$ cat src/command_byte_stream_decoder_macros.svh
// Assertion macros shared by the decoder RTL.
// CBSD_ASSERT checks a property that is switched off while reset is asserted.
// CBSD_ASSERT_ALWAYS checks a property at every clock edge, reset included.
`ifndef COMMAND_BYTE_STREAM_DECODER_MACROS_SVH
`define COMMAND_BYTE_STREAM_DECODER_MACROS_SVH

`ifndef SYNTHESIS
`define CBSD_ASSERT(lbl, clk, rst_n, prop, msg) \
	lbl: assert property (@(posedge clk) disable iff (!rst_n) prop) else $error(msg);
`define CBSD_ASSERT_ALWAYS(lbl, clk, prop, msg) \
	lbl: assert property (@(posedge clk) prop) else $error(msg);
`else
`define CBSD_ASSERT(lbl, clk, rst_n, prop, msg)
`define CBSD_ASSERT_ALWAYS(lbl, clk, prop, msg)
`endif

`endif

$ cat src/cbsd_pkg.sv
package cbsd_pkg;

	// Opcode map of the command link.
	localparam logic [7:0] COMMAND_COUNT   = 8'd23;
	localparam logic [7:0] OP_KEY_PRESS    = 8'd1;
	localparam logic [7:0] OP_CONSOLE_TEXT = 8'd21;
	localparam logic [7:0] OP_TEXT_LENGTH  = 8'd22;

	// Default depth of the queue between the parser and the output stage.
	localparam int QUEUE_DEPTH = 4;

	typedef enum logic [1:0] {
		PH_IDLE  = 2'd0,
		PH_FIRST = 2'd1,
		PH_MORE  = 2'd2
	} phase_t;

	typedef enum logic [1:0] {
		CMD_NONE    = 2'd0,
		CMD_KEY     = 2'd1,
		CMD_CONSOLE = 2'd2,
		CMD_LENGTH  = 2'd3
	} cmd_t;

	typedef enum logic [1:0] {
		KIND_KEY  = 2'd0,
		KIND_FONT = 2'd1,
		KIND_CHAR = 2'd2
	} kind_t;

	// One decoded event. For a key event arg0 is the key code and arg1 the
	// press type; otherwise arg1 carries the font length or the character.
	typedef struct packed {
		kind_t      kind;
		logic [7:0] arg0;
		logic [7:0] arg1;
		logic       last;
	} event_t;

	// Handshake between the queue and its neighbors.
	typedef struct packed {
		logic full;
		logic empty;
	} queue_status_t;

endpackage

$ cat src/cbsd_front.sv
`include "command_byte_stream_decoder_macros.svh"

module cbsd_front (
	input  logic                    clk,
	input  logic                    arst_n,
	input  logic                    byte_valid,
	output logic                    byte_ready,
	input  logic [7:0]              data_byte,
	input  cbsd_pkg::queue_status_t q_status,
	output logic                    push,
	output cbsd_pkg::event_t        push_event
);

	cbsd_pkg::phase_t phase_q, phase_d;
	cbsd_pkg::cmd_t   cmd_q, cmd_d;
	logic [7:0]       held_key_q, held_key_d;
	logic [7:0]       expected_q, expected_d;
	logic [7:0]       received_q, received_d;
	logic [7:0]       received_inc;
	logic             accept;
	cbsd_pkg::phase_t op_phase;
	cbsd_pkg::cmd_t   op_cmd;
	cbsd_pkg::phase_t phase_eff;

	// A byte is taken whenever the queue has room for a possible event.
	assign byte_ready = !q_status.full;
	assign accept     = byte_valid && byte_ready;

	assign received_inc = received_q + 8'd1;

	// A phase other than idle without a command is treated as idle.
	assign phase_eff = (cmd_q == cbsd_pkg::CMD_NONE) ? cbsd_pkg::PH_IDLE : phase_q;

	// Opcode classification. The range check comes first.
	always_comb begin
		op_phase = cbsd_pkg::PH_FIRST;
		op_cmd   = cbsd_pkg::CMD_NONE;
		if (data_byte >= cbsd_pkg::COMMAND_COUNT) begin
			op_phase = cbsd_pkg::PH_IDLE;
		end else if (data_byte == cbsd_pkg::OP_KEY_PRESS) begin
			op_cmd = cbsd_pkg::CMD_KEY;
		end else if (data_byte == cbsd_pkg::OP_CONSOLE_TEXT) begin
			op_cmd = cbsd_pkg::CMD_CONSOLE;
		end else if (data_byte == cbsd_pkg::OP_TEXT_LENGTH) begin
			op_cmd = cbsd_pkg::CMD_LENGTH;
		end else begin
			op_phase = cbsd_pkg::PH_IDLE;
		end
	end

	always_ff @(posedge clk or negedge arst_n) begin
		if (!arst_n) begin
			phase_q    <= cbsd_pkg::PH_IDLE;
			cmd_q      <= cbsd_pkg::CMD_NONE;
			held_key_q <= '0;
			expected_q <= '0;
			received_q <= '0;
		end else begin
			phase_q    <= phase_d;
			cmd_q      <= cmd_d;
			held_key_q <= held_key_d;
			expected_q <= expected_d;
			received_q <= received_d;
		end
	end

	always_comb begin
		phase_d         = phase_q;
		cmd_d           = cmd_q;
		held_key_d      = held_key_q;
		expected_d      = expected_q;
		received_d      = received_q;
		push            = 1'b0;
		push_event.kind = cbsd_pkg::KIND_KEY;
		push_event.arg0 = held_key_q;
		push_event.arg1 = data_byte;
		push_event.last = 1'b0;
		if (accept) begin
			unique case (phase_eff)
				cbsd_pkg::PH_FIRST: begin
					unique case (cmd_q)
						cbsd_pkg::CMD_KEY: begin
							held_key_d = data_byte;
							phase_d    = cbsd_pkg::PH_MORE;
						end
						cbsd_pkg::CMD_LENGTH: begin
							push            = 1'b1;
							push_event.kind = cbsd_pkg::KIND_FONT;
							phase_d         = cbsd_pkg::PH_IDLE;
							cmd_d           = cbsd_pkg::CMD_NONE;
						end
						cbsd_pkg::CMD_CONSOLE: begin
							expected_d = data_byte;
							received_d = '0;
							if (data_byte == 8'd0) begin
								phase_d = cbsd_pkg::PH_IDLE;
								cmd_d   = cbsd_pkg::CMD_NONE;
							end else begin
								phase_d = cbsd_pkg::PH_MORE;
							end
						end
						default: begin
							phase_d = cbsd_pkg::PH_IDLE;
							cmd_d   = cbsd_pkg::CMD_NONE;
						end
					endcase
				end
				cbsd_pkg::PH_MORE: begin
					unique case (cmd_q)
						cbsd_pkg::CMD_KEY: begin
							push    = 1'b1;
							phase_d = cbsd_pkg::PH_IDLE;
							cmd_d   = cbsd_pkg::CMD_NONE;
						end
						cbsd_pkg::CMD_CONSOLE: begin
							push            = 1'b1;
							push_event.kind = cbsd_pkg::KIND_CHAR;
							push_event.last = (received_inc == expected_q);
							received_d      = received_inc;
							if (received_inc == expected_q) begin
								phase_d = cbsd_pkg::PH_IDLE;
								cmd_d   = cbsd_pkg::CMD_NONE;
							end
						end
						default: begin
							phase_d = cbsd_pkg::PH_IDLE;
							cmd_d   = cbsd_pkg::CMD_NONE;
						end
					endcase
				end
				default: begin
					// Idle, or an unreachable phase: the byte is an opcode.
					phase_d = op_phase;
					cmd_d   = op_cmd;
				end
			endcase
		end
	end

	`CBSD_ASSERT(a_more_has_args, clk, arst_n, (phase_q == cbsd_pkg::PH_MORE) |-> (cmd_q == cbsd_pkg::CMD_KEY || cmd_q == cbsd_pkg::CMD_CONSOLE), "argument phase entered by a command without further arguments")
	`CBSD_ASSERT(a_console_len, clk, arst_n, (phase_q == cbsd_pkg::PH_MORE && cmd_q == cbsd_pkg::CMD_CONSOLE) |-> (expected_q != 8'd0 && received_q != expected_q), "console text running with no characters left")

endmodule

$ cat src/cbsd_queue.sv
`include "command_byte_stream_decoder_macros.svh"

module cbsd_queue #(
	parameter int DEPTH = cbsd_pkg::QUEUE_DEPTH
) (
	input  logic                    clk,
	input  logic                    arst_n,
	input  logic                    push,
	input  cbsd_pkg::event_t        push_event,
	input  logic                    pop,
	output cbsd_pkg::event_t        head_event,
	output cbsd_pkg::queue_status_t status
);

	localparam int PW = (DEPTH > 1) ? $clog2(DEPTH) : 1;
	localparam int CW = $clog2(DEPTH + 1);
	localparam logic [PW-1:0] LAST_PTR = PW'(DEPTH - 1);
	localparam logic [CW-1:0] FULL_CNT = CW'(DEPTH);

	cbsd_pkg::event_t slot_q [DEPTH];
	logic [PW-1:0]    wr_ptr_q;
	logic [PW-1:0]    rd_ptr_q;
	logic [CW-1:0]    count_q;

	assign status.full  = (count_q == FULL_CNT);
	assign status.empty = (count_q == '0);
	assign head_event   = slot_q[rd_ptr_q];

	always_ff @(posedge clk) begin
		if (push) begin
			slot_q[wr_ptr_q] <= push_event;
		end
	end

	always_ff @(posedge clk or negedge arst_n) begin
		if (!arst_n) begin
			wr_ptr_q <= '0;
			rd_ptr_q <= '0;
			count_q  <= '0;
		end else begin
			if (push) begin
				wr_ptr_q <= (wr_ptr_q == LAST_PTR) ? '0 : wr_ptr_q + PW'(1);
			end
			if (pop) begin
				rd_ptr_q <= (rd_ptr_q == LAST_PTR) ? '0 : rd_ptr_q + PW'(1);
			end
			if (push && !pop) begin
				count_q <= count_q + CW'(1);
			end else if (pop && !push) begin
				count_q <= count_q - CW'(1);
			end
		end
	end

	`CBSD_ASSERT(a_count_range, clk, arst_n, count_q <= FULL_CNT, "queue fill count beyond depth")
	`CBSD_ASSERT(a_no_overflow, clk, arst_n, push |-> !status.full, "event written into a full queue")
	`CBSD_ASSERT(a_no_underflow, clk, arst_n, pop |-> !status.empty, "event read from an empty queue")

endmodule

$ cat src/cbsd_back.sv
`include "command_byte_stream_decoder_macros.svh"

module cbsd_back (
	input  logic                    clk,
	input  logic                    arst_n,
	input  cbsd_pkg::queue_status_t q_status,
	input  cbsd_pkg::event_t        head_event,
	output logic                    pop,
	output logic                    m_axis_tvalid,
	input  logic                    m_axis_tready,
	output logic [31:0]             m_axis_tdata,
	output logic [1:0]              m_axis_tuser,
	output logic                    m_axis_tlast
);

	logic        valid_q;
	logic [31:0] tdata_q;
	logic [1:0]  tuser_q;
	logic        tlast_q;
	logic [31:0] tdata_d;
	logic        tlast_d;

	// The output register refills in the cycle its word is taken.
	assign pop = !q_status.empty && (!valid_q || m_axis_tready);

	// Fields that do not belong to the event kind are sent as zero.
	always_comb begin
		tdata_d = '0;
		tlast_d = 1'b0;
		unique case (head_event.kind)
			cbsd_pkg::KIND_KEY: begin
				tdata_d[7:0]  = head_event.arg0;
				tdata_d[15:8] = head_event.arg1;
			end
			cbsd_pkg::KIND_FONT: begin
				tdata_d[23:16] = head_event.arg1;
			end
			cbsd_pkg::KIND_CHAR: begin
				tdata_d[31:24] = head_event.arg1;
				tlast_d        = head_event.last;
			end
			default: begin
				tdata_d = '0;
			end
		endcase
	end

	always_ff @(posedge clk or negedge arst_n) begin
		if (!arst_n) begin
			valid_q <= 1'b0;
		end else if (pop) begin
			valid_q <= 1'b1;
		end else if (m_axis_tready) begin
			valid_q <= 1'b0;
		end
	end

	always_ff @(posedge clk) begin
		if (pop) begin
			tdata_q <= tdata_d;
			tuser_q <= head_event.kind;
			tlast_q <= tlast_d;
		end
	end

	assign m_axis_tvalid = valid_q;
	assign m_axis_tdata  = tdata_q;
	assign m_axis_tuser  = tuser_q;
	assign m_axis_tlast  = tlast_q;

	`CBSD_ASSERT(a_last_only_char, clk, arst_n, (valid_q && tlast_q) |-> (tuser_q == cbsd_pkg::KIND_CHAR), "end of text marked on an event that is not a character")

endmodule

$ cat src/command_byte_stream_decoder.sv
// Channel   | Signals                        | Carries
// ----------+--------------------------------+------------------------------------------
// s_axis    | tvalid tready tdata[7:0]       | one link byte (opcode or argument)
// m_axis    | tvalid tready tdata tuser tlast| one decoded event (key, font length, char)
//
// A byte is taken in every cycle while the event queue has room, one byte per cycle.
// The parser decodes a byte in its accepting cycle and writes any event into the queue
// at that edge; the output stage later loads it into the register that drives m_axis_tvalid.
// The queue of QUEUE_DEPTH entries plus the output register absorb output stalls, and
// s_axis_tready falls only while the queue is full.
// arst_n clears the parser to idle and empties the queue and output register.
`include "command_byte_stream_decoder_macros.svh"

module command_byte_stream_decoder #(
	parameter int QUEUE_DEPTH = cbsd_pkg::QUEUE_DEPTH
) (
	input  logic        clk,
	input  logic        arst_n,
	input  logic        s_axis_tvalid,
	output logic        s_axis_tready,
	input  logic [7:0]  s_axis_tdata,  // [7:0] data_byte
	output logic        m_axis_tvalid,
	input  logic        m_axis_tready,
	// [7:0] key_code, [15:8] press_type, [23:16] font_length, [31:24] console_char
	output logic [31:0] m_axis_tdata,
	output logic [1:0]  m_axis_tuser,  // [1:0] kind
	output logic        m_axis_tlast   // last_char
);

	cbsd_pkg::queue_status_t q_status;
	cbsd_pkg::event_t        push_event;
	cbsd_pkg::event_t        head_event;
	logic                    push;
	logic                    pop;

	// The parser tracks the command in progress and writes one event into the
	// queue for each key press, font length and console character.
	cbsd_front u_front (
		.clk        (clk),
		.arst_n     (arst_n),
		.byte_valid (s_axis_tvalid),
		.byte_ready (s_axis_tready),
		.data_byte  (s_axis_tdata),
		.q_status   (q_status),
		.push       (push),
		.push_event (push_event)
	);

	// The queue decouples parsing from output stalls.
	cbsd_queue #(
		.DEPTH (QUEUE_DEPTH)
	) u_queue (
		.clk        (clk),
		.arst_n     (arst_n),
		.push       (push),
		.push_event (push_event),
		.pop        (pop),
		.head_event (head_event),
		.status     (q_status)
	);

	// The output stage formats each event into the stream word and holds it
	// until the transfer completes.
	cbsd_back u_back (
		.clk           (clk),
		.arst_n        (arst_n),
		.q_status      (q_status),
		.head_event    (head_event),
		.pop           (pop),
		.m_axis_tvalid (m_axis_tvalid),
		.m_axis_tready (m_axis_tready),
		.m_axis_tdata  (m_axis_tdata),
		.m_axis_tuser  (m_axis_tuser),
		.m_axis_tlast  (m_axis_tlast)
	);

	// When the queue is empty and the output register is free, nothing stalls
	// the input side.
	`CBSD_ASSERT(a_ready_when_empty, clk, arst_n, q_status.empty |-> s_axis_tready, "input stalled with an empty queue")

endmodule

$ cat config.mk
export PLATFORM = sky130hd
export DESIGN_NAME = command_byte_stream_decoder
export DESIGN_NICKNAME = d
export VERILOG_FILES = /design/src/cbsd_pkg.sv /design/src/cbsd_front.sv /design/src/cbsd_queue.sv /design/src/cbsd_back.sv /design/src/command_byte_stream_decoder.sv
export VERILOG_INCLUDE_DIRS = /design/src /design/src/src
export SDC_FILE = /design/constraint.sdc
export NUM_CORES = 1
export LEC_CHECK = 0
export ABC_AREA = 0
export BUFFER_PORTS_ARGS = -buffer_cell sky130_fd_sc_hd__buf_2
export CAP_MARGIN = 20
export CORE_AREA = 2 2 103 105
export CTS_BUF_LIST = sky130_fd_sc_hd__clkbuf_8
export DETAILED_ROUTE_END_ITERATION = 6
export DIE_AREA = 0 0 105 107
export HOLD_SLACK_MARGIN = 0.1
export PLACE_DENSITY = 0.81
export SYNTH_ARGS = -nofsm -noshare
export SYNTH_HDL_FRONTEND = slang
export SYNTH_SLANG_ARGS = --single-unit
$ cat constraint.sdc
create_clock -name clk -period 4.09 [get_ports clk]
set_input_delay 0.2045 -clock clk [delete_from_list [all_inputs] [get_ports clk]]
set_output_delay 0.2045 -clock clk [all_outputs]
set_load 0.05 [all_outputs]
# Word level (Yosys, flattened, before mapping)
# Memories as Yosys holds them, arrays and structs flattened.
# Cells that the tools add are included.
[totals]
regBits = 71
mem_bits_rw = 76
in_bits = 12
output_inout_bits = 37
mem_count = 1
[memory_table]
columns = ["memory", "depth", "word_bits", "rd", "rd_ports_with_merged_regs", "wr", "line", "source"]
rows = [
  ["u_queue.slot_q", 4, 19, 1, 0, 1, "cbsd_queue.sv:20", "cbsd_pkg::event_t slot_q [DEPTH];"],
]
[op_classes]
n_addsub = 5
order_cmp = 1
eq_ne = 19
mux = 39
reduce_logical = 23
[ops]
columns = ["op", "count"]
rows = [
  ["$mux 2", 16],
  ["$pmux 2 s2", 5],
  ["$eq 8x5->1 const B", 2],
  ["$mux 8", 2],
  ["$pmux 8 s2", 1],
  ["$eq 2x2->1 const B", 6],
  ["$mux 1", 12],
  ["$add 8x1->8 const B", 1],
  ["$eq 8x1->1 const B", 1],
  ["$eq 8x8->1", 1],
  ["$ge 8x5->1 const B", 1],
  ["$logic_not 8->1", 1],
  ["$reduce_and 4->1", 2],
  ["$eq 2x1->1 const B", 3],
  ["$mux 3", 2],
  ["$ne 3x2->1 const B", 2],
  ["$reduce_and 3->1", 2],
  ["$reduce_bool 2->1", 3],
  ["$logic_not 1->1", 5],
  ["$add 2x1->2 const B", 2],
  ["$logic_and 1x1->1", 4],
  ["$logic_not 2->1", 2],
  ["$ne 2x1->1 const B", 2],
  ["$add 3x1->3 const B", 1],
  ["other kinds (8)", 8],
]

# Depth between registers and ports, before layout
[depth]
depth_word = 9
ltp_mapped = 13

# Modules after synthesis
# From an unflattened synthesis, not the netlist that was laid out.
[hier_totals]
hier_cells = 379
hier_area_um2 = 6226.0
[modules_own_cells]
columns = ["module", "instances", "cells_each", "area_each_um2", "seq_area_each_um2"]
rows = [
  ["cbsd_queue", 1, 136, 3159.3, 2457.4],
  ["cbsd_front", 1, 166, 1736.7, 700.7],
  ["cbsd_back", 1, 77, 1330.0, 1076.0],
]

# Least setup slack after synthesis
# OpenSTA, ideal clock, no wires.
[synth_path]
path_kind = "reg2reg"
from = "reg u_back.valid_q, in the netlist u_back.m_axis_tvalid"
to = "reg u_queue.count_q[1]"
setup_ns = 0.125
t_arrival_ns = 3.599
t_required_ns = 3.965
path_slack_ns = 0.366
stages_incl_launch_ff = 7
cell_sequence = "dfrtp_1 > a21oi_1 > inv_1 > ha_1 > inv_1 > fa_1 > mux2_2"
[synth_between]
elab_chain_len = 6
word_cells_on_any_way = 8
cone_classes = "mux (1); reduce/logical (7)"
[synth_lines]
columns = ["element", "line", "source"]
rows = [
  ["start, declared", "cbsd_back.sv:16", "logic valid_q;"],
  ["start signal, assigned", "cbsd_back.sv:50", "valid_q <= 1'b0;"],
  ["start signal, assigned", "cbsd_back.sv:52", "valid_q <= 1'b1;"],
  ["start signal, assigned", "cbsd_back.sv:54", "valid_q <= 1'b0;"],
  ["$logic_not 1->1 *", "cbsd_back.sv:24", "assign pop = !q_status.empty && (!valid_q || m_axis_tready);"],
  ["$logic_or 1x1->1 *", "cbsd_back.sv:24", ""],
  ["$logic_and 1x1->1 *", "cbsd_back.sv:24", ""],
  ["named net pop", "command_byte_stream_decoder.sv:34", "logic pop;"],
  ["$logic_not 1->1", "cbsd_queue.sv:47", "if (push && !pop) begin"],
  ["$logic_and 1x1->1", "cbsd_queue.sv:47", ""],
  ["$mux 3 or $reduce_bool 2->1 (tied branches)", "n/a", ""],
  ["end signal, assigned", "cbsd_queue.sv:48", "count_q <= count_q + CW'(1);"],
  ["end signal, assigned", "cbsd_queue.sv:50", "count_q <= count_q - CW'(1);"],
  ["end, declared", "cbsd_queue.sv:23", "logic [CW-1:0] count_q;"],
]
# Mark *: on every way through the listed nets, which the timed path passes. The rest lies on a longest branch.
# A chain may end at the register's enable or synchronous reset.

# Final worst setup path
[layout_path]
from = "reg u_front.cmd_q[0]"
to = "reg u_queue.count_q[2]"
[layout_between]
elab_chain_len = 8
word_cells_on_any_way = 17
cone_classes = "eq/ne (5); mux (6); reduce/logical (6)"
[layout_lines]
columns = ["element", "line", "source"]
rows = [
  ["start, declared", "cbsd_front.sv:15", "cbsd_pkg::cmd_t cmd_q, cmd_d;"],
  ["start signal, assigned", "cbsd_front.sv:54", "cmd_q <= cbsd_pkg::CMD_NONE;"],
  ["start signal, assigned", "cbsd_front.sv:60", "cmd_q <= cmd_d;"],
  ["$eq 2x1->1, or another cell as far along", "cbsd_front.sv:109", "unique case (cmd_q)"],
  ["$reduce_or 2->1 (no line) or $mux 2 (tied branches)", "n/a", ""],
  ["$mux 1, or another cell as far along", "cbsd_front.sv:109", ""],
  ["$pmux 1 s2 *", "cbsd_front.sv:79", "unique case (phase_eff)"],
  ["$mux 1 *", "cbsd_front.sv:78", "if (accept) begin"],
  ["named net push", "command_byte_stream_decoder.sv:33", "logic push;"],
  ["$logic_not 1->1", "cbsd_queue.sv:49", "end else if (pop && !push) begin"],
  ["$logic_and 1x1->1", "cbsd_queue.sv:49", ""],
  ["$reduce_bool 2->1 (no line)", "n/a", ""],
]
# Marks and branches as above.

==> qor.txt <==
R2R depth: 13
final core occ: 0.6997
CTS Buf Count: 17
most common cell after layout, fill and taps aside: edfxtp_1
crit start category: flop
core area: 0.01009 mm2
routed via count: 3349
Worst-path clk slew: 80 ps
Clock Skews: 13.12 ps
initial antenna violation count: 0
largest area contributor in the synthesized netlist: edfxtp_1
die width: 105 um
clock latency on the worst-skew pair: 450 ps
Area Overhead vs Synth: 14.16%
CTS max path bufs: 2
CP required: 4460 ps
Nets: 477
critical path startpoint: u_front.cmd_q[0]
Post-DRT Antenna Nets: 0
remaining routing DRC violations: 0
GRT Total Usage: 0.2018
Worst R2R End: u_queue.count_q[2]
DR WL/cell: 17.24 um
Worst Hold Class: in2reg
RD Place Congestion: 0.8603
Syn Area/Cell: 16.19 um2
first-pass GRT wire length: 16820 um
CP max FO: 9
root buffer cell: clkbuf_8
CTS sink cnt: 147
Detailed Route Iter0 Violations: 159
Setup crit end kind: flop
worst hold start: s_axis_tdata[2]
FP Rows: 37
PortBufs: 48
Final min period: 3162 ps
global route overflow: 0
DPL Wire Length: 6862 um
cells after synthesis: 382
I/O Pins: 49
initial core utilization: 0.6129
share of post-route cells with drive strength above 1: 0.2866
htree depth: 4
CTS tree: done
final-report hold violation count: 0
Leakage: 0.002649 uW
ys async rst share: 0.2449
Pins Over Slew Limit: 0
slew of the pin with the lowest slew margin: 910.1 ps
pwr dens: 518.6 mW/mm2
Hold Path Depth: 1
reg2reg start: u_front.cmd_q[0]
R2R setup slack: 930 ps
worst vdd ir: 264.4 uV
max-slew headroom at the worst pin: 0.3932
Synth Register Bits: 147
number of synthesized flops with an enable pin: 111
# setup viols final: 0
vias per cell: 5.582
commonest non-fill, non-tap cells in the layout: edfxtp_1, buf_2, and2_1
largest net degree at the start of global routing: 38
Period Utilization, post-route: 0.7730
drt total wl: 10350 um
Setup TNS: 0 ps
crit path DAT: 3530 ps
full die area: 0.01124 mm2
post-synth design cell area: 0.006186 mm2
fmax: 316.3 MHz
Syn. warnings: 0
Synth top area share: 0.5388
max-cap violations: 0
Worst Hold End: u_queue.slot_q[0][3]
n_diodes: 0
RSZ-0062 raised after global routing: no
post-synth net total: 408
Die Span Y: 107 um
DR pass1 iterations: 5
status: finished clean
postcts setup bufs: 0
post-synth cell types: 48
register area share after synthesis: 0.6845
Area contributors post-synth: edfxtp_1, dfrtp_1, mux4_2, and2_1, mux2_2
vias in the first global route: 3330
Setup CP Type: reg2reg
Synth Flop Type: edfxtp_1
-- flip-flops by register name, indices dropped and copies added (netlist names), 2 cells and up --
signal	cells
u_front.phase_q	2
u_back.m_axis_tdata	32
u_queue.rd_ptr_q	2
u_back.m_axis_tuser	2
u_front.expected_q	8
u_queue.slot_q	76
u_front.held_key_q	8
u_front.cmd_q	2
u_front.received_q	8
u_queue.wr_ptr_q	2
u_queue.count_q	3
-- stage by stage --
step           setup slack, ps  hold WS [ps]  cell area [um2]  instances  power (uW)
3_3_place_gp              1087         342.0             6589        559        2611
6_report                 928.5         114.1             7062        600        3662
4_1_cts                  955.2         111.4             7062        600        3691
2_1_floorplan            365.8        -91.09             6186        382        2459
5_1_grt                  716.4         109.0             7062        600        3802
3_5_place_dp             973.2         352.0             6589        559        2628
-- what timing repair did --
action,in CTS,in global routing
resized for setup,0,0
endpoints found under the hold margin,67,0
hold buffers,9,0
-- synthesized netlist by cell type (3+ instances only) --
library cell and instances:
a21oi_1 8, and2_1 38, buf_2 6, clkbuf_1 5
dfrtp_1 36, edfxtp_1 111, ha_1 13, inv_1 12
mux2_2 19, mux4_2 19, nand2_1 14, nand2b_1 3
nand3_1 8, nand4_1 4, nor2_1 10, nor2b_1 7
nor3_1 4, nor4_1 3, o21ai_0 13, o31ai_1 6
xnor2_1 7, xor2_1 5
-- routing by layer --
metal / wire length, um / vias up / global-route usage
met3: 520 / 17 / 0.05471
met5: 0 / - / 0
met4: 191 / 0 / 0.08190
met1: 4229 / 1645 / 0.2475
li1: - / 1584 / -
met2: 5403 / 103 / 0.3428
-- power breakdown --
group	total (uW)	switching (uW)	leakage (uW)	internal, uW
sequential	1820	101	0.00145	1720
clock	1070	573	0.000183	496
combinational	769	495	0.00102	274
total	3660	1170	0.00265	2490
-- cell families (layout without fill, tap and decap cells) --
| family | Yosys count | count (layout) | synth area share |
|---|---|---|---|
| DFF | 147 | 147 | 0.6845 |
| and+or+nand+nor | 106 | 106 | 0.1036 |
| adders and majority gates | 14 | 14 | 0.02953 |
| xor gates and xnor gates | 12 | 12 | 0.01699 |
| buffers and inverters | 23 | 105 | 0.01517 |
| AOI/OAI and AO/OA | 39 | 39 | 0.04126 |
| muxes | 41 | 41 | 0.1090 |
-- area by class of cell --
| type | count | area (um2) |
|---|---|---|
| Inverter | 12 | 45.04 |
| Timing Repair Buffer | 61 | 360.3 |
| Fill cell | 668 | 3030 |
| Clock inverter | 15 | 148.9 |
| Sequential cell | 147 | 4234 |
| Clock buffer | 17 | 234.0 |
| Tap cell | 136 | 170.2 |
| Multi-Input combinational cell | 212 | 1869 |
-- worst max path at each step --
stage	to	slack (ps)	cells past startpoint
after floorplan	u_queue.count_q[1]	370	6
after global placement	u_queue.slot_q[0][3]	1090	8
after detailed placement	u_queue.slot_q[0][8]	970	8
after CTS	u_queue.count_q[2]	960	13
after global routing	u_queue.count_q[2]	720	13
final	u_queue.count_q[2]	930	13
-- critical path: stages, from the launching register on --
cell and delay (ps):
dfrtp_1 400, inv_1 80, ha_1 200, nand2b_1 160, inv_1 60, ha_1 270, a22oi_1 100, nor3_1 640
ha_1 310, inv_1 60, fa_1 370, xor2_1 170, nor2_1 120, xor2_1 150
Power figures use the tool's default switching activity.
